`src/sv/mnke_pkg.sv`:
```
package mnke_pkg;

    // Owner table and note map sizes.
    localparam int KEY_TABLE_DEPTH = 128;
    localparam int KEY_IDX_W       = $clog2(KEY_TABLE_DEPTH);
    localparam int NOTE_COUNT      = 88;
    localparam int NOTE_IDX_W      = $clog2(NOTE_COUNT);

    localparam int NOTE_W     = 7;
    localparam int VEL_W      = 7;
    localparam int KEY_CODE_W = 7;
    localparam int LEVEL_W    = 5;

    localparam logic [NOTE_W-1:0] NOTE_LOW  = 7'd21;
    localparam logic [NOTE_W-1:0] NOTE_HIGH = 7'd108;

    // Command queue between the front and the back; the depth is a power of two.
    localparam int QUEUE_DEPTH = 4;
    localparam int QUEUE_IDX_W = $clog2(QUEUE_DEPTH);

    typedef logic [1:0] mod_t;
    localparam mod_t MDF_NONE  = 2'd0;
    localparam mod_t MDF_SHIFT = 2'd1;
    localparam mod_t MDF_CTRL  = 2'd2;

    localparam logic [KEY_CODE_W-1:0] KC_SHIFT = 7'd42;
    localparam logic [KEY_CODE_W-1:0] KC_CTRL  = 7'd29;
    localparam logic [KEY_CODE_W-1:0] KC_ALT   = 7'd56;
    localparam logic [KEY_CODE_W-1:0] KC_NONE  = 7'd0;

    // Slots of the event schedule, in the order they go out.
    localparam int EVENT_COUNT = 13;
    localparam int EV_IDX_W    = $clog2(EVENT_COUNT);
    typedef logic [EV_IDX_W-1:0] ev_idx_t;
    localparam ev_idx_t EV_ALT_PRESS  = 4'd0;
    localparam ev_idx_t EV_VK_PRESS   = 4'd1;
    localparam ev_idx_t EV_TAP_SYNC0  = 4'd2;
    localparam ev_idx_t EV_VK_REL     = 4'd3;
    localparam ev_idx_t EV_ALT_REL    = 4'd4;
    localparam ev_idx_t EV_TAP_SYNC1  = 4'd5;
    localparam ev_idx_t EV_KEY_REL    = 4'd6;
    localparam ev_idx_t EV_REL_SYNC   = 4'd7;
    localparam ev_idx_t EV_MOD_PRESS  = 4'd8;
    localparam ev_idx_t EV_KEY_PRESS  = 4'd9;
    localparam ev_idx_t EV_PRESS_SYNC = 4'd10;
    localparam ev_idx_t EV_MOD_REL    = 4'd11;
    localparam ev_idx_t EV_MOD_SYNC   = 4'd12;

    typedef struct packed {
        logic                  on;
        logic [NOTE_W-1:0]     note;
        logic [KEY_CODE_W-1:0] key_code;
        mod_t                  modifier;
        logic                  tap;
        logic [KEY_CODE_W-1:0] level_key;
    } cmd_t;

    localparam logic [KEY_CODE_W-1:0] NOTE_CODE [NOTE_COUNT] = '{
        7'd2,  7'd3,  7'd4,  7'd5,  7'd6,  7'd7,  7'd8,  7'd9,  7'd10, 7'd11,
        7'd16, 7'd17, 7'd18, 7'd19, 7'd20, 7'd2,  7'd2,  7'd3,  7'd3,  7'd4,
        7'd5,  7'd5,  7'd6,  7'd6,  7'd7,  7'd7,  7'd8,  7'd9,  7'd9,  7'd10,
        7'd10, 7'd11, 7'd16, 7'd16, 7'd17, 7'd17, 7'd18, 7'd18, 7'd19, 7'd20,
        7'd20, 7'd21, 7'd21, 7'd22, 7'd23, 7'd23, 7'd24, 7'd24, 7'd25, 7'd25,
        7'd30, 7'd31, 7'd31, 7'd32, 7'd32, 7'd33, 7'd34, 7'd34, 7'd35, 7'd35,
        7'd36, 7'd36, 7'd37, 7'd38, 7'd38, 7'd44, 7'd44, 7'd45, 7'd46, 7'd46,
        7'd47, 7'd47, 7'd48, 7'd48, 7'd49, 7'd50, 7'd21, 7'd22, 7'd23, 7'd24,
        7'd25, 7'd30, 7'd31, 7'd32, 7'd33, 7'd34, 7'd35, 7'd36
    };

    localparam mod_t NOTE_MOD [NOTE_COUNT] = '{
        MDF_CTRL,  MDF_CTRL,  MDF_CTRL,  MDF_CTRL,  MDF_CTRL,
        MDF_CTRL,  MDF_CTRL,  MDF_CTRL,  MDF_CTRL,  MDF_CTRL,
        MDF_CTRL,  MDF_CTRL,  MDF_CTRL,  MDF_CTRL,  MDF_CTRL,
        MDF_NONE,  MDF_SHIFT, MDF_NONE,  MDF_SHIFT, MDF_NONE,
        MDF_NONE,  MDF_SHIFT, MDF_NONE,  MDF_SHIFT, MDF_NONE,
        MDF_SHIFT, MDF_NONE,  MDF_NONE,  MDF_SHIFT, MDF_NONE,
        MDF_SHIFT, MDF_NONE,  MDF_NONE,  MDF_SHIFT, MDF_NONE,
        MDF_SHIFT, MDF_NONE,  MDF_SHIFT, MDF_NONE,  MDF_NONE,
        MDF_SHIFT, MDF_NONE,  MDF_SHIFT, MDF_NONE,  MDF_NONE,
        MDF_SHIFT, MDF_NONE,  MDF_SHIFT, MDF_NONE,  MDF_SHIFT,
        MDF_NONE,  MDF_NONE,  MDF_SHIFT, MDF_NONE,  MDF_SHIFT,
        MDF_NONE,  MDF_NONE,  MDF_SHIFT, MDF_NONE,  MDF_SHIFT,
        MDF_NONE,  MDF_SHIFT, MDF_NONE,  MDF_NONE,  MDF_SHIFT,
        MDF_NONE,  MDF_SHIFT, MDF_NONE,  MDF_NONE,  MDF_SHIFT,
        MDF_NONE,  MDF_SHIFT, MDF_NONE,  MDF_SHIFT, MDF_NONE,
        MDF_NONE,
        MDF_CTRL,  MDF_CTRL,  MDF_CTRL,  MDF_CTRL,  MDF_CTRL,
        MDF_CTRL,  MDF_CTRL,  MDF_CTRL,  MDF_CTRL,  MDF_CTRL,
        MDF_CTRL,  MDF_CTRL
    };

    localparam logic [KEY_CODE_W-1:0] LEVEL_KEY [2**LEVEL_W] = '{
        7'd2,  7'd3,  7'd4,  7'd5,  7'd6,  7'd7,  7'd8,  7'd9,  7'd10, 7'd11,
        7'd16, 7'd17, 7'd18, 7'd19, 7'd20, 7'd21, 7'd22, 7'd23, 7'd24, 7'd25,
        7'd30, 7'd31, 7'd32, 7'd33, 7'd34, 7'd35, 7'd36, 7'd37, 7'd38,
        7'd44, 7'd45, 7'd46
    };

endpackage

```
`src/sv/midi_note_to_key_events_unit.sv`:
```
// Converts MIDI note on/off items into a stream of key events (type, code, value),
// with m_last marking the final event of each item. Notes outside 21..108 and
// note-offs for keys not held by that note produce no events. The front takes
// one item per cycle, while the queue has room, into a four-entry command
// queue; the back then pops a command, does the owner-table lookup and update,
// and emits its events, 0 to 13 per item, popping the next command only after
// the last event of the current one is loaded. The owner table is a 128-entry
// RAM whose entries read as free until first written, so the block is ready
// right after reset.
module midi_note_to_key_events_unit (
    input  logic                            aclk,
    input  logic                            aresetn,
    input  logic                            s_valid,
    output logic                            s_ready,
    input  logic                            s_func,
    input  logic [mnke_pkg::NOTE_W-1:0]     s_note,
    input  logic [mnke_pkg::VEL_W-1:0]      s_velocity,
    output logic                            m_valid,
    input  logic                            m_ready,
    output logic                            m_event_type,
    output logic [mnke_pkg::KEY_CODE_W-1:0] m_key_code,
    output logic                            m_key_value,
    output logic                            m_last
);

    logic           push_valid;
    logic           push_ready;
    mnke_pkg::cmd_t push_cmd;
    logic           pop_valid;
    logic           pop_ready;
    mnke_pkg::cmd_t pop_cmd;

    mnke_front u_front (
        .aclk       (aclk),
        .aresetn    (aresetn),
        .s_valid    (s_valid),
        .s_ready    (s_ready),
        .s_func     (s_func),
        .s_note     (s_note),
        .s_velocity (s_velocity),
        .push_valid (push_valid),
        .push_ready (push_ready),
        .push_cmd   (push_cmd)
    );

    mnke_fifo u_fifo (
        .aclk       (aclk),
        .aresetn    (aresetn),
        .push_valid (push_valid),
        .push_ready (push_ready),
        .push_cmd   (push_cmd),
        .pop_valid  (pop_valid),
        .pop_ready  (pop_ready),
        .pop_cmd    (pop_cmd)
    );

    mnke_back u_back (
        .aclk         (aclk),
        .aresetn      (aresetn),
        .pop_valid    (pop_valid),
        .pop_ready    (pop_ready),
        .pop_cmd      (pop_cmd),
        .m_valid      (m_valid),
        .m_ready      (m_ready),
        .m_event_type (m_event_type),
        .m_key_code   (m_key_code),
        .m_key_value  (m_key_value),
        .m_last       (m_last)
    );

endmodule

```
`src/sv/mnke_ram.sv`:
```
module mnke_ram #(
    parameter int WIDTH = 8,
    parameter int DEPTH = 16
) (
    input  logic                     aclk,
    input  logic                     we,
    input  logic [$clog2(DEPTH)-1:0] waddr,
    input  logic [WIDTH-1:0]         wdata,
    input  logic                     re,
    input  logic [$clog2(DEPTH)-1:0] raddr,
    output logic [WIDTH-1:0]         rdata
);

    logic [WIDTH-1:0] mem_reg [DEPTH];
    logic [WIDTH-1:0] rdata_reg;

    always_ff @(posedge aclk) begin
        if (we) begin
            mem_reg[waddr] <= wdata;
        end
        if (re) begin
            rdata_reg <= mem_reg[raddr];
        end
    end

    assign rdata = rdata_reg;

endmodule

```
`src/sv/mnke_front.sv`:
```
module mnke_front (
    input  logic                           aclk,
    input  logic                           aresetn,
    input  logic                           s_valid,
    output logic                           s_ready,
    input  logic                           s_func,
    input  logic [mnke_pkg::NOTE_W-1:0]    s_note,
    input  logic [mnke_pkg::VEL_W-1:0]     s_velocity,
    output logic                           push_valid,
    input  logic                           push_ready,
    output mnke_pkg::cmd_t                 push_cmd
);

    logic                            in_range;
    logic                            accept;
    logic [mnke_pkg::NOTE_IDX_W-1:0] rom_idx;
    logic [mnke_pkg::NOTE_W-1:0]     note_ofs;
    logic [mnke_pkg::LEVEL_W-1:0]    level;
    logic                            tap;
    logic [mnke_pkg::LEVEL_W-1:0]    level_reg;
    logic                            level_valid_reg;

    assign s_ready  = push_ready;
    assign accept   = s_valid && s_ready;
    assign in_range = (s_note >= mnke_pkg::NOTE_LOW) && (s_note <= mnke_pkg::NOTE_HIGH);
    assign note_ofs = s_note - mnke_pkg::NOTE_LOW;
    assign rom_idx  = note_ofs[mnke_pkg::NOTE_IDX_W-1:0];

    // The level is velocity / 4; a 7-bit velocity never exceeds the top level.
    assign level = s_velocity[mnke_pkg::VEL_W-1:2];
    assign tap   = s_func && (s_velocity != '0)
                   && (!level_valid_reg || (level != level_reg));

    // Out-of-range notes are taken and dropped here.
    assign push_valid = s_valid && in_range;

    always_comb begin
        push_cmd.on        = s_func;
        push_cmd.note      = s_note;
        push_cmd.key_code  = mnke_pkg::NOTE_CODE[rom_idx];
        push_cmd.modifier  = mnke_pkg::NOTE_MOD[rom_idx];
        push_cmd.tap       = tap;
        push_cmd.level_key = mnke_pkg::LEVEL_KEY[level];
    end

    always_ff @(posedge aclk) begin
        if (!aresetn) begin
            level_reg       <= '0;
            level_valid_reg <= 1'b0;
        end else if (accept && in_range && tap) begin
            level_reg       <= level;
            level_valid_reg <= 1'b1;
        end
    end

endmodule

```
`src/sv/mnke_fifo.sv`:
```
module mnke_fifo (
    input  logic           aclk,
    input  logic           aresetn,
    input  logic           push_valid,
    output logic           push_ready,
    input  mnke_pkg::cmd_t push_cmd,
    output logic           pop_valid,
    input  logic           pop_ready,
    output mnke_pkg::cmd_t pop_cmd
);

    mnke_pkg::cmd_t                   entry_reg [mnke_pkg::QUEUE_DEPTH];
    logic [mnke_pkg::QUEUE_IDX_W-1:0] wr_ptr_reg;
    logic [mnke_pkg::QUEUE_IDX_W-1:0] rd_ptr_reg;
    logic [mnke_pkg::QUEUE_IDX_W:0]   count_reg;
    logic                             do_push;
    logic                             do_pop;

    assign push_ready = (count_reg != (mnke_pkg::QUEUE_IDX_W+1)'(mnke_pkg::QUEUE_DEPTH));
    assign pop_valid  = (count_reg != '0);
    assign pop_cmd    = entry_reg[rd_ptr_reg];
    assign do_push    = push_valid && push_ready;
    assign do_pop     = pop_valid && pop_ready;

    always_ff @(posedge aclk) begin
        if (do_push) begin
            entry_reg[wr_ptr_reg] <= push_cmd;
        end
    end

    always_ff @(posedge aclk) begin
        if (!aresetn) begin
            wr_ptr_reg <= '0;
            rd_ptr_reg <= '0;
            count_reg  <= '0;
        end else begin
            if (do_push) begin
                wr_ptr_reg <= wr_ptr_reg + 1'b1;
            end
            if (do_pop) begin
                rd_ptr_reg <= rd_ptr_reg + 1'b1;
            end
            if (do_push && !do_pop) begin
                count_reg <= count_reg + 1'b1;
            end else if (do_pop && !do_push) begin
                count_reg <= count_reg - 1'b1;
            end
        end
    end

endmodule

```
`src/sv/mnke_back.sv`:
```
module mnke_back (
    input  logic                            aclk,
    input  logic                            aresetn,
    input  logic                            pop_valid,
    output logic                            pop_ready,
    input  mnke_pkg::cmd_t                  pop_cmd,
    output logic                            m_valid,
    input  logic                            m_ready,
    output logic                            m_event_type,
    output logic [mnke_pkg::KEY_CODE_W-1:0] m_key_code,
    output logic                            m_key_value,
    output logic                            m_last
);

    localparam logic [1:0] ST_IDLE   = 2'd0;
    localparam logic [1:0] ST_LOOKUP = 2'd1;
    localparam logic [1:0] ST_EMIT   = 2'd2;

    logic [1:0]                          state_reg;
    logic [1:0]                          state_next;
    mnke_pkg::cmd_t                      cmd_reg;
    logic [mnke_pkg::EVENT_COUNT-1:0]    mask_reg;
    logic [mnke_pkg::EVENT_COUNT-1:0]    mask_next;
    logic [mnke_pkg::EVENT_COUNT-1:0]    mask_new;
    logic [mnke_pkg::EVENT_COUNT-1:0]    mask_rest;
    logic [mnke_pkg::KEY_TABLE_DEPTH-1:0] owner_valid_reg;
    logic                                owner_valid_q_reg;

    logic                                ram_we;
    logic [mnke_pkg::KEY_IDX_W-1:0]      ram_waddr;
    logic [mnke_pkg::NOTE_W-1:0]         ram_wdata;
    logic                                ram_re;
    logic [mnke_pkg::KEY_IDX_W-1:0]      ram_raddr;
    logic [mnke_pkg::NOTE_W-1:0]         ram_rdata;

    logic [mnke_pkg::NOTE_W-1:0]         owner;
    logic                                in_table;
    logic                                release_key;
    logic                                press_key;
    logic                                has_mod;
    logic [mnke_pkg::KEY_CODE_W-1:0]     mod_key;
    mnke_pkg::ev_idx_t                   ev_idx;
    logic                                ev_type;
    logic [mnke_pkg::KEY_CODE_W-1:0]     ev_code;
    logic                                ev_value;
    logic                                out_load;

    logic                                m_valid_reg;
    logic                                m_event_type_reg;
    logic [mnke_pkg::KEY_CODE_W-1:0]     m_key_code_reg;
    logic                                m_key_value_reg;
    logic                                m_last_reg;

    mnke_ram #(
        .WIDTH(mnke_pkg::NOTE_W),
        .DEPTH(mnke_pkg::KEY_TABLE_DEPTH)
    ) u_owner_ram (
        .aclk  (aclk),
        .we    (ram_we),
        .waddr (ram_waddr),
        .wdata (ram_wdata),
        .re    (ram_re),
        .raddr (ram_raddr),
        .rdata (ram_rdata)
    );

    assign pop_ready = (state_reg == ST_IDLE);
    assign ram_re    = pop_valid && pop_ready;
    assign ram_raddr = pop_cmd.key_code[mnke_pkg::KEY_IDX_W-1:0];

    // A key whose entry was never written since reset is free.
    assign owner    = owner_valid_q_reg ? ram_rdata : '0;
    assign in_table = ({1'b0, cmd_reg.key_code}
                       < (mnke_pkg::KEY_CODE_W+1)'(mnke_pkg::KEY_TABLE_DEPTH));
    assign has_mod  = (cmd_reg.modifier != mnke_pkg::MDF_NONE);
    assign mod_key  = (cmd_reg.modifier == mnke_pkg::MDF_SHIFT) ? mnke_pkg::KC_SHIFT
                                                                : mnke_pkg::KC_CTRL;
    assign press_key   = cmd_reg.on && in_table;
    assign release_key = in_table && (cmd_reg.on ? ((owner != '0) && (owner != cmd_reg.note))
                                                 : (owner == cmd_reg.note));

    always_comb begin
        mask_new = '0;
        mask_new[mnke_pkg::EV_ALT_PRESS]  = cmd_reg.tap;
        mask_new[mnke_pkg::EV_VK_PRESS]   = cmd_reg.tap;
        mask_new[mnke_pkg::EV_TAP_SYNC0]  = cmd_reg.tap;
        mask_new[mnke_pkg::EV_VK_REL]     = cmd_reg.tap;
        mask_new[mnke_pkg::EV_ALT_REL]    = cmd_reg.tap;
        mask_new[mnke_pkg::EV_TAP_SYNC1]  = cmd_reg.tap;
        mask_new[mnke_pkg::EV_KEY_REL]    = release_key;
        mask_new[mnke_pkg::EV_REL_SYNC]   = release_key;
        mask_new[mnke_pkg::EV_MOD_PRESS]  = press_key && has_mod;
        mask_new[mnke_pkg::EV_KEY_PRESS]  = press_key;
        mask_new[mnke_pkg::EV_PRESS_SYNC] = press_key;
        mask_new[mnke_pkg::EV_MOD_REL]    = press_key && has_mod;
        mask_new[mnke_pkg::EV_MOD_SYNC]   = press_key && has_mod;
    end

    // The owner entry is updated once, in the lookup cycle, before the next read.
    assign ram_we    = (state_reg == ST_LOOKUP) && (press_key || release_key);
    assign ram_waddr = cmd_reg.key_code[mnke_pkg::KEY_IDX_W-1:0];
    assign ram_wdata = cmd_reg.on ? cmd_reg.note : '0;

    // The lowest pending slot goes out first.
    always_comb begin
        ev_idx = '0;
        for (int i = mnke_pkg::EVENT_COUNT - 1; i >= 0; i--) begin
            if (mask_reg[i]) begin
                ev_idx = mnke_pkg::ev_idx_t'(i);
            end
        end
    end

    assign mask_rest = mask_reg & (mask_reg - 1'b1);

    always_comb begin
        ev_type  = 1'b1;
        ev_code  = mnke_pkg::KC_NONE;
        ev_value = 1'b0;
        case (ev_idx)
            mnke_pkg::EV_ALT_PRESS: begin
                ev_code  = mnke_pkg::KC_ALT;
                ev_value = 1'b1;
            end
            mnke_pkg::EV_VK_PRESS: begin
                ev_code  = cmd_reg.level_key;
                ev_value = 1'b1;
            end
            mnke_pkg::EV_VK_REL: begin
                ev_code = cmd_reg.level_key;
            end
            mnke_pkg::EV_ALT_REL: begin
                ev_code = mnke_pkg::KC_ALT;
            end
            mnke_pkg::EV_KEY_REL: begin
                ev_code = cmd_reg.key_code;
            end
            mnke_pkg::EV_MOD_PRESS: begin
                ev_code  = mod_key;
                ev_value = 1'b1;
            end
            mnke_pkg::EV_KEY_PRESS: begin
                ev_code  = cmd_reg.key_code;
                ev_value = 1'b1;
            end
            mnke_pkg::EV_MOD_REL: begin
                ev_code = mod_key;
            end
            default: begin
                ev_type = 1'b0;
            end
        endcase
    end

    assign out_load = (state_reg == ST_EMIT) && (!m_valid_reg || m_ready);

    always_comb begin
        state_next = state_reg;
        mask_next  = mask_reg;
        case (state_reg)
            ST_IDLE: begin
                if (pop_valid) begin
                    state_next = ST_LOOKUP;
                end
            end
            ST_LOOKUP: begin
                mask_next  = mask_new;
                state_next = (mask_new != '0) ? ST_EMIT : ST_IDLE;
            end
            ST_EMIT: begin
                if (out_load) begin
                    mask_next = mask_rest;
                    if (mask_rest == '0) begin
                        state_next = ST_IDLE;
                    end
                end
            end
            default: begin
                state_next = ST_IDLE;
            end
        endcase
    end

    always_ff @(posedge aclk) begin
        if (!aresetn) begin
            state_reg       <= ST_IDLE;
            mask_reg        <= '0;
            owner_valid_reg <= '0;
            m_valid_reg     <= 1'b0;
        end else begin
            state_reg <= state_next;
            mask_reg  <= mask_next;
            if (ram_we) begin
                owner_valid_reg[ram_waddr] <= 1'b1;
            end
            if (out_load) begin
                m_valid_reg <= 1'b1;
            end else if (m_ready) begin
                m_valid_reg <= 1'b0;
            end
        end
    end

    always_ff @(posedge aclk) begin
        if (ram_re) begin
            cmd_reg           <= pop_cmd;
            owner_valid_q_reg <= owner_valid_reg[ram_raddr];
        end
        if (out_load) begin
            m_event_type_reg <= ev_type;
            m_key_code_reg   <= ev_code;
            m_key_value_reg  <= ev_value;
            m_last_reg       <= (mask_rest == '0);
        end
    end

    assign m_valid      = m_valid_reg;
    assign m_event_type = m_event_type_reg;
    assign m_key_code   = m_key_code_reg;
    assign m_key_value  = m_key_value_reg;
    assign m_last       = m_last_reg;

endmodule

```
`config.mk`:
```
export PLATFORM = sky130hd
export DESIGN_NAME = midi_note_to_key_events_unit
export DESIGN_NICKNAME = d
export VERILOG_FILES = /design/src/sv/mnke_pkg.sv /design/src/sv/midi_note_to_key_events_unit.sv /design/src/sv/mnke_ram.sv /design/src/sv/mnke_front.sv /design/src/sv/mnke_fifo.sv /design/src/sv/mnke_back.sv
export SDC_FILE = /design/constraint.sdc
export NUM_CORES = 1
export LEC_CHECK = 0
export BUFFER_PORTS_ARGS = -buffer_cell sky130_fd_sc_hd__buf_2
export CAP_MARGIN = 20
export CORE_ASPECT_RATIO = 0.5
export CORE_MARGIN = 5
export CORE_UTILIZATION = 63
export DETAILED_ROUTE_END_ITERATION = 10
export PLACE_DENSITY = 0.79
export SYNTH_ARGS = -nofsm -noshare
export SYNTH_HDL_FRONTEND = slang
export SYNTH_SLANG_ARGS = --single-unit
```
`constraint.sdc`:
```
create_clock -name aclk -period 7.75 [get_ports aclk]
set_clock_uncertainty 0.1 [all_clocks]
set_input_delay 0.3875 -clock aclk [delete_from_list [all_inputs] [get_ports aclk]]
set_output_delay 0.3875 -clock aclk [all_outputs]
set_load 0.01 [all_outputs]
```
## Word-level counts from Yosys, hierarchy flattened

Memories as Yosys holds them, arrays and structs flattened. A register that Yosys moved wholly into a read port is not among the register bits.
Cells that the tools add are included.

| cells by class | value |
|---|---|
| multiplexer cells | 47 |
| reduce and logical (&&, ||, !) cells | 42 |
| add/subtract/negate cells | 6 |
| order comparisons | 7 |
| equal/unequal tests | 17 |
| bitwise operators | 4 |

Operators with widths:

| cell | count |
|---|---|
| OR 128 bit | 1 |
| 2-to-1 mux 4 bit | 13 |
| 2-to-1 mux 7 bit | 6 |
| one-hot mux 7 bit (4 select lines) | 1 |
| one-hot mux 13 bit (2 select lines) | 1 |
| logical AND 1 bit | 16 |
| less-than comparator 7 x 8 -> 1 bit (second input constant) | 2 |
| 2-to-1 mux 2 bit | 8 |
| nonzero test 7 bit | 2 |
| bitwise AND 13 bit | 1 |
| logical NOT 13 bit | 1 |
| 2-to-1 mux 13 bit | 1 |
| nonzero test 13 bit | 1 |
| subtractor 13 x 1 -> 13 bit (second input constant) | 1 |
| == test 4 bit (second input constant) | 3 |
| 2-to-1 mux 1 bit | 11 |
| == test 4 x 3 -> 1 bit (second input constant) | 2 |
| greater-or-equal comparator 8 bit (second input constant) | 1 |
| inverter 7 -> 8 bit | 1 |
| nonzero test 2 bit | 4 |
| OR reduction 2 bit | 4 |
| OR reduction 8 bit | 1 |
| binary-select mux 1 bit (select 7 bit) | 1 |
| demux 1 bit (select 7 bit) | 1 |
| 30 further kinds | 39 |

| storage, ports and cells | value |
|---|---|
| register bits | 193 |
| input bits | 19 |
| RAM bits | 996 |
| bits in read-only memories | 1376 |
| memories | 5 |
| logic and storage cells | 148 |

Memories:

| memory | depth | bits a word | rd ports | clocked after memory_dff | wr ports | RTL line | RTL |
|---|---|---|---|---|---|---|---|
| (no name shown) | 128 | 7 | 1 | 0 | 0 | mnke_front.sv:40 | `push_cmd.key_code = mnke_pkg::NOTE_CODE[rom_idx];` |
| u_back.u_owner_ram.mem_reg | 128 | 7 | 1 | 1 | 1 | mnke_ram.sv:14 | `logic [WIDTH-1:0] mem_reg [DEPTH];` |
| (no name shown) | 128 | 2 | 1 | 0 | 0 | mnke_front.sv:41 | `push_cmd.modifier = mnke_pkg::NOTE_MOD[rom_idx];` |
| (no name shown) | 32 | 7 | 1 | 0 | 0 | mnke_front.sv:43 | `push_cmd.level_key = mnke_pkg::LEVEL_KEY[level];` |
| u_fifo.entry_reg | 4 | 25 | 1 | 1 | 1 | mnke_fifo.sv:12 | `mnke_pkg::cmd_t entry_reg [mnke_pkg::QUEUE_DEPTH];` |

## Logic depth before layout (Yosys ltp)

Gate-level depths: netlist (run 1).

| logic depth | value |
|---|---|
| depth in word-level cells | 16 |
| mapped depth | 13 |

## Modules after synthesis

From an unflattened synthesis (run 1), not the netlist that was laid out.

| unflattened totals | value |
|---|---|
| cells, all modules | 2691 |
| area total of the unflattened synthesis | 49100.8 µm² |

By module, submodules not included:

| module | cells each | area each (µm²) | times used | sequential area each (µm²) |
|---|---|---|---|---|
| mnke_ram | 1453 | 34877.2 | 1 | 27116.0 |
| mnke_back | 777 | 8106.5 | 1 | 3963.8 |
| mnke_fifo | 179 | 4146.5 | 1 | 3183.1 |
| mnke_front | 282 | 1970.6 | 1 | 120.1 |

## Worst setup path before layout (run 1)

No wires, ideal clock.

| timing path | value |
|---|---|
| path kind | register -> register |
| start | reg u_fifo.count_reg[0] in the netlist's numbering |
| end | reg u_fifo.count_reg[2] in the netlist's numbering |
| period minus slack after synthesis | 4171 ps |
| data required time | 7574 ps |
| stages on the path, launching flop included | 10 |
| data arrival time | 3996 ps |
| slack | 3579 ps |
| setup time | 76 ps |
| cell sequence | dfxtp_1 -> nor3_1 -> nor3_1 -> inv_1 -> ha_1 -> inv_1 -> fa_1 -> xor2_1 -> or3_1 -> a21boi_0 |

| on the way | value |
|---|---|
| word-level cells in the longest chain between the ends | 5 |

Ends and longest elaborated chain:

| element | RTL line | RTL |
|---|---|---|
| start, declared | mnke_fifo.sv:15 | `logic [mnke_pkg::QUEUE_IDX_W:0] count_reg;` |
| start signal, assigned | mnke_fifo.sv:44 | `count_reg <= count_reg + 1'b1;` |
| start signal, assigned | mnke_fifo.sv:46 | `count_reg <= count_reg - 1'b1;` |
| nonzero test 3 bit * | mnke_fifo.sv:20 | `assign pop_valid = (count_reg != '0);` |
| logical AND 1 bit * | n/a |  |
| via u_back.ram_re | mnke_back.sv:32 | `logic ram_re;` |
| logical NOT 1 bit | mnke_fifo.sv:43 | `if (do_push && !do_pop) begin` |
| logical AND 1 bit | mnke_fifo.sv:43 |  |
| 2-to-1 mux 3 bit / nonzero test 2 bit (equally long branches) | n/a |  |

Mark *: on every way through the listed nets, which the timed path passes. The rest lies on a longest branch. The select of a mux whose other input is x is not followed.
A chain may end at the register's enable or synchronous reset.

==> flow_summary.ini, run 1 <==
[floorplan]
fp.dieH_um = 160.1
rows = 55
die_w_um = 310.1
core_area_um2 = 44870
initial_core_util_pct = 63.24
io_pins = 31
die_area_um2 = 49640

[global_route]
antenna_found_initial = 0
grt_usage_pct = 26.59
grt_start_max_net_pins = 166
grt_pass1_wl_mm = 102.8
grt_pass1_vias = 17790
grt-ovfl-total = 0

[logic_synthesis]
synthDistinctLibCells = 66
synth_area_leaders = edfxtp_1 (61%), dfxtp_1 (6.7%), nand2_1 (5.4%), nand3_1 (3.2%), mux4_2 (3.0%)
synth-async-reset-ratio_pct = 0
avgSynthCellArea_um2 = 12.68
synthCells = 2237
synthFlopType = edfxtp_1
ys_seq_area_share_pct = 68.09
synth_warnings = 0
synthDominantCellAreaShare_pct = 61.38
netlist_area_um2 = 28370
synth_top_area_cell = edfxtp_1
syn_nets = 2281
yosys_register_bits = 675
synth_edf_count = 580

[clock_network]
cts_setup_buffers = 0
cts_buffers = 57
cts_tree = yes
clock_sinks = 675
htreeDepth = 2
clock_path_buffers = 3
ctsResizeCount = 0
cts_root_buf = clkbuf_16
cts_hold_buf = 6
clk-insertion-delay-late_ns = 0.61
cts.clk_slew.worst_paths_ns = 0.07

[final_layout]
fillers = 2946
drive_above_1_share_pct = 8.879
syn2layout_area_growth_pct = 8.299
insertedDiodeCount = 0
layout.nets = 2272
largest_register_ffs = 448
utilization_pct = 68.49

[timing]
period_minus_slack_ns = 4.753
rsz0062_at_grt = no
setup_viol = 0
worstMarginPinSlew_ns = 1.100
slew_headroom_pct = 26.49
period_share_pct = 61.33
setup_ws_ns = 2.997
hold_viol = 0
setup-tns-final_ns = 0
drv_slew = 0
fmaxAchievable_ghz = 0.2104

[route]
via_per_inst = 6.494
drt_iter0_markers = 2671
routed-via-count = 18660
drc = 0
ant_nets = 0
wl_per_cell_um = 23.19
first_pass_iters = 6
drt-total-wl_mm = 66.63

[min_path]
hold_path_depth = 1
hold_class = in -> reg

[flow_run]
maxCapViolations = 0

[place]
pre_cts_ws_ns = 3.046
gp_congestion = 0.8777
hpwl_mm = 39.10
port_buffers = 29

[worst_setup_path]
critPathCaptureType = register
path_class = reg -> reg
start_kind = register
reg2reg_depth = 10
critPathArrivalTime_ns = 5.01
required_ns = 8.01
cp_max_fo = 165

[pwr]
powerDensity_nw_per_um2 = 367.2
finalPower_mw = 11.28
ir_drop_mv = 0.2701
p_leak_nw = 10.21

[outcome]
outcome = finished clean
cell usage after synthesis (8+ instances only):
cell type,instances
a211oi_1,88
a21boi_0,13
a21oi_1,57
a221o_1,8
a221oi_1,9
a311oi_1,10
a31oi_1,31
and2_1,19
buf_2,40
buf_4,16
clkbuf_1,68
dfxtp_1,95
edfxtp_1,580
ha_1,24
inv_1,30
mux2i_1,21
mux4_2,38
nand2_1,408
nand2b_1,8
nand3_1,179
nand4_1,11
nor2_1,104
nor2b_1,89
nor3_1,19
nor4_1,11
o2111ai_1,8
o211ai_1,10
o21ai_0,125
o22ai_1,10
xnor2_1,11
xor2_1,13
layout make-up:
cell class	count	area, um^2	share of cell area, %
Inverter	32	130.1	0.4235
Clock buffer	77	1544	5.025
Clock inverter	29	219.0	0.7126
Timing Repair Buffer	69	493.0	1.604
Multi-Input combinational cell	1393	8274	26.93
Tap cell	598	748.2	2.435
Sequential cell	675	19320	62.87
cell usage in the layout, fill, tap and decap left out, types with 11 or more instances in the layout:
cell,synthesis,routed
inv_1,30,30
a211oi_1,88,88
clkbuf_1,68,18
nand2_1,408,408
a31oi_1,31,31
nor3_1,19,18
a21boi_0,13,13
clkbuf_16,0,59
o21ai_0,125,124
nand4_1,11,11
xnor2_1,11,11
nor2_1,104,104
buf_4,16,32
edfxtp_1,580,580
clkinv_1,0,13
nand3_1,179,179
nor2b_1,89,88
nor4_1,11,11
xor2_1,13,13
dfxtp_1,95,94
ha_1,24,24
mux2i_1,21,21
a21oi_1,57,57
mux4_2,38,38
buf_2,40,29
and2_1,19,12
cells by family after synthesis:
| family | synth area share (%) |
|---|---|
| simple gates | 13.73 |
| flops | 68.09 |
| compound gates | 9.397 |
| buf+inv | 2.836 |
| mux | 3.995 |
| fa+ha+maj | 1.204 |
| xor+xnor | 0.7408 |
| other cells | 0.01322 |
power by group:
| group | switching, mW | leakage, nW | internal [mW] |
|---|---|---|---|
| Combinational | 2.60 | 3.26 | 1.03 |
| Sequential | 0.242 | 6.09 | 4.64 |
| Clock | 1.28 | 0.864 | 1.50 |
| Total | 4.12 | 10.2 | 7.17 |
routing by layer:
metal	GRT usage, %	vias to the layer above	share of wire (%)
met3	5.355	150	11
met4	7.259	0	2.5
li1	-	8278	-
met5	0	-	0
met2	42.08	1105	47
met1	38.44	9124	39
path summary, 6_finish.rpt:
check | end | slack [ns] | start
max | u_back.u_owner_ram.rdata[4] | 3.00 | register
min | u_fifo.entry_reg[1][18] | 0.04 | s_note[1]
max reg2reg | u_back.u_owner_ram.rdata[4] | 3.00 | register
min reg2reg | u_back.owner_valid_reg[1] | 0.35 | u_back.owner_valid_reg[1]
critical path: stages, from the launching register on:
cell	delay, ns
dfxtp_2	0.93
mux2i_1	0.19
mux2_4	0.37
inv_8	0.41
buf_12	0.56
nor2b_1	0.11
a211oi_1	0.25
a31oi_1	0.08
a221oi_1	0.68
a211oi_1	0.21
a221o_1	0.30
through the flow:
stage	cell area, um^2	cells	hold slack (ns)
floorplan	28370	2237	0.3173
global placement	28880	2760	0.3266
detailed placement	28910	2761	0.3352
CTS	30730	2873	0.001159
global route	30730	2873	0.01705
finish	30730	2873	0.04164
(Power assumes the default switching activity.)
==> inputs of run 2 (changes only) <==
- CORE_UTILIZATION: 63 -> 57
- PLACE_DENSITY: 0.79 -> 0.76
- clock period: 7.75 -> 3.89 ns (I/O delays scaled with it)
==> flow_summary.ini, run 2 (synthesized netlist as in run 1, its figures left out) <==
[outcome]
outcome = finished clean

[floorplan]
die_area_um2 = 54610
die_w_um = 325.5
initial_core_util_pct = 58.08
io_pins = 31
rows = 57
core_area_um2 = 48850
fp.dieH_um = 167.8

[worst_setup_path]
critPathArrivalTime_ns = 3.56
startpoint = s_note[0]
path_class = in -> reg
required_ns = 4.04
start_kind = primary input
critPathCaptureType = register
cp_max_fo = 19

[timing]
fmaxAchievable_ghz = 0.2939
setup_ws_ns = 0.4880
worstMarginPinSlew_ns = 1.216
slew_headroom_pct = 18.73
rsz0062_at_grt = no
setup-tns-final_ns = 0
hold_viol = 0
period_share_pct = 87.45
period_minus_slack_ns = 3.402
drv_slew = 0
setup_viol = 0

[clock_network]
cts_buffers = 57
clock_path_buffers = 3
cts_setup_buffers = 0
clk-insertion-delay-late_ns = 0.61
ctsResizeCount = 0
htreeDepth = 2
clock_sinks = 675
cts_tree = yes
cts_root_buf = clkbuf_16
cts.clk_slew.worst_paths_ns = 0.06
cts_hold_buf = 14

[route]
drc = 0
first_pass_iters = 6
via_per_inst = 6.172
ant_nets = 0
drt_iter0_markers = 2318
wl_per_cell_um = 21.99
routed-via-count = 18260
drt-total-wl_mm = 65.08

[place]
gp_congestion = 0.8804
pre_cts_ws_ns = 0.5695
hpwl_mm = 39.35
dp_cells = 2836
port_buffers = 29
placed_cell_area_um2 = 29200

[final_layout]
layout_common_cells = edfxtp_1 (580), nand2_1 (408), nand3_1 (179), o21ai_0 (124), nor2_1 (104)
insertedDiodeCount = 0
final_common_cell = edfxtp_1
final_cells = 2959
largest_register_ffs = 448
syn2layout_area_growth_pct = 10.43
layout.nets = 2305
drive_above_1_share_pct = 10.43
design_area_um2 = 31330

[flow_run]
maxCapViolations = 0

[pwr]
finalPower_mw = 23.17
ir_drop_mv = 0.4496
powerDensity_nw_per_um2 = 739.4
p_leak_nw = 10.49

[global_route]
grt_pass1_wl_mm = 101.7
grt-ovfl-total = 0
antenna_found_initial = 1
grt_pass1_vias = 17810
grt_usage_pct = 23.64
grt_start_max_net_pins = 144

[min_path]
worstHoldStart = s_velocity[0]
hold_class = in -> reg
==> run 2: path summary, 6_finish.rpt <==
path	to	slack (ns)	depth (start not counted)
min	u_fifo.entry_reg[0][7]	0.08	3
min reg2reg	u_back.owner_valid_reg[24]	0.35	2
max reg2reg	u_back.u_owner_ram.rdata[3]	0.52	8
max	u_fifo.entry_reg[1][12]	0.49	12
==> run 2: per-layer routing <==
metal  routed length, um  track usage [%]  up-vias
met3                6931            4.738      127
met1               26320            33.87     8907
met4                1558            6.459        0
met2               30270            37.57      878
met5                   0                0        -
li1                    -                -     8351
==> run 2: area by class of cell <==
cell class / count / area, um^2
repair buffers: 102 / 823.3
clock buffers: 87 / 1707
inverters: 32 / 130.1
multi-input cells: 1393 / 8280
well taps: 649 / 812.0
clock inverters: 21 / 261.5
flip-flops and latches: 675 / 19320
fillers: 3402 / 17520
==> run 2: power by group <==
group / switching [mW] / internal (mW) / leakage [nW]
sequential: 0.430 / 9.25 / 6.09
clock: 2.51 / 3.43 / 0.970
combinational: 5.28 / 2.27 / 3.43
total: 8.22 / 14.9 / 10.5
==> run 2: critical path: stages <==
cell           delay (ns)
dlygate4sd3_1        0.54
buf_2                0.24
inv_1                0.22
ha_1                 0.30
inv_1                0.16
ha_1                 0.57
inv_1                0.25
ha_1                 0.33
a211oi_1             0.26
a21oi_1              0.07
o221ai_1             0.17
o21ai_0              0.24
==> run 2: per-stage QoR <==
stage	util [%]	hold slack, ns
6_report	64.14	0.07726
3_3_place_gp	59.77	0.3285
3_5_place_dp	59.77	0.3353
2_1_floorplan	-	0.1934
4_1_cts	64.08	0.06260
5_1_grt	64.14	0.1313
==> inputs of run 3 (changes only) <==
- CELL_PAD_IN_SITES_DETAIL_PLACEMENT: not set -> 0
- CELL_PAD_IN_SITES_GLOBAL_PLACEMENT: not set -> 1
- CORE_MARGIN: 5 -> 2
- CORE_UTILIZATION: 57 -> 47
- PLACE_DENSITY: 0.76 -> 0.75
==> flow_summary.ini, run 3 (synthesized netlist as in run 1, its figures left out) <==
[clock_network]
cts_buffers = 59
clock_path_buffers = 3
cts_tree = yes
ctsResizeCount = 0
clk-insertion-delay-late_ns = 0.61
cts_root_buf = clkbuf_16
cts.clk_slew.worst_paths_ns = 0.07
htreeDepth = 2
clock_sinks = 675

[worst_setup_path]
reg2reg_depth = 9
critPathCapture = u_back.u_owner_ram.rdata[3]
required_ns = 4.27
r2r-end = u_back.u_owner_ram.rdata[3]
cp_max_fo = 66
path_class = reg -> reg
reg2reg_slack_ns = 0.46
start_kind = register
critPathArrivalTime_ns = 3.81
critPathCaptureType = register

[route]
first_pass_iters = 5
wl_per_cell_um = 22.12
routed-via-count = 18040
via_per_inst = 5.727
ant_nets = 0
drt_iter0_markers = 1914
drt-total-wl_mm = 69.68
drc = 0

[place]
port_buffers = 29
pre_cts_ws_ns = 0.4557
gp_congestion = 0.8881
hpwl_mm = 43.69

[floorplan]
io_pins = 31
initial_core_util_pct = 47.74
die_area_um2 = 62470
rows = 63
fp.dieH_um = 177.7
die_w_um = 351.5
core_area_um2 = 59430

[global_route]
grt-ovfl-total = 0
antenna_found_initial = 0
grt_pass1_wl_mm = 105.3
grt_usage_pct = 22.34
grt_pass1_vias = 17080
grt_start_max_net_pins = 123

[pwr]
ir_drop_mv = 0.5195
powerDensity_nw_per_um2 = 741.4
p_leak_nw = 10.62

[timing]
hold_ws_ns = 0.06493
setup_viol = 0
period_minus_slack_ns = 3.433
drv_slew = 0
setup-tns-final_ns = 0
rsz0062_at_grt = no
worstMarginPinSlew_ns = 1.037
period_share_pct = 88.25
slew_headroom_pct = 30.66
setup_ws_ns = 0.4569
hold_viol = 0
fmaxAchievable_ghz = 0.2913

[outcome]
outcome = finished clean

[min_path]
hold_class = in -> reg

[final_layout]
fillers = 5035
largest_register_ffs = 448
drive_above_1_share_pct = 11.22
layout_common_cells = edfxtp_1 (580), nand2_1 (408), nand3_1 (179), o21ai_0 (124), nor2_1 (104)
syn2layout_area_growth_pct = 11.95
final_common_cell = edfxtp_1
layout.nets = 2329

[flow_run]
maxCapViolations = 0
-- run 3: changes by cell type in the layout (fill, tap and decap cells not counted), sizes merged --
cell,previous run,this run
inv,35,34
diode,0,2
clkinv,11,18
buf,88,110
bufinv,6,4
-- run 3: worst min-delay path by stage --
stage / startpoint / end / slack [ns] / cells past startpoint
3_3_place_gp: u_back.owner_valid_reg[0] / u_back.owner_valid_reg[0] / 0.33 / 2
4_1_cts: s_velocity[0] / u_fifo.entry_reg[3][7] / 0.05 / 3
2_1_floorplan: s_note[0] / u_fifo.entry_reg[0][17] / 0.19 / 0
5_1_grt: s_velocity[0] / u_fifo.entry_reg[2][7] / 0.11 / 3
6_report: s_velocity[0] / u_fifo.entry_reg[3][7] / 0.06 / 3
3_5_place_dp: u_back.owner_valid_reg[5] / u_back.owner_valid_reg[5] / 0.33 / 2
-- run 3: final cells by class --
type / instances / area [um^2] / share of cell area [%]
multi-input combinational: 1393 / 8280 / 26.07
antenna: 2 / 5.005 / 0.01576
timing repair buffer: 124 / 1044 / 3.285
clock inverter: 25 / 235.2 / 0.7405
clock buffer: 87 / 1734 / 5.459
sequential: 675 / 19320 / 60.82
inverter: 32 / 130.1 / 0.4097
tap: 812 / 1016 / 3.198
-- run 3: layer usage --
metal | up-vias | GRT usage (%) | share of wire (%)
li1 | 8415 | - | -
met1 | 8928 | 32.71 | 45
met2 | 608 | 34.55 | 45
met3 | 88 | 4.444 | 7.6
met4 | 2 | 4.719 | 1.7
met5 | - | 1.570 | 0.19
-- run 3: timing repair --
action	in CTS	in global routing
buffers inserted	0	0
endpoints found under the setup margin	0	0
hold buffers	14	0
endpoints found under the hold margin	51	0
-- run 3: power by group --
| part | switching [mW] | internal, mW | leakage [nW] | total, mW |
|---|---|---|---|---|
| logic | 5.54 | 2.41 | 3.56 | 7.95 |
| registers | 0.416 | 9.24 | 6.09 | 9.65 |
| clock network | 2.59 | 3.35 | 0.967 | 5.95 |
-- run 3: stage by stage --
| step | cells | utilization (%) | power, mW | instance area, um^2 |
|---|---|---|---|---|
| after detailed placement | 3019 | 49.79 | 17.61 | 29590 |
| after global placement | 3019 | 49.79 | 17.59 | 29590 |
| final | 3150 | 53.44 | 23.55 | 31760 |
| after CTS | 3145 | 53.33 | 23.52 | 31700 |
| after global routing | 3148 | 53.44 | 24.60 | 31760 |
| after floorplan | 2237 | - | 14.55 | 28380 |
-- run 3: critical path: stages, from the launching register on --
cell and delay (ns):
dfxtp_2 0.48, mux2i_1 0.11, mux2_4 0.37, inv_8 0.32, buf_12 0.29, nand2_1 0.09
a311oi_1 0.65, a221oi_1 0.19, a211oi_1 0.48, a221o_1 0.18
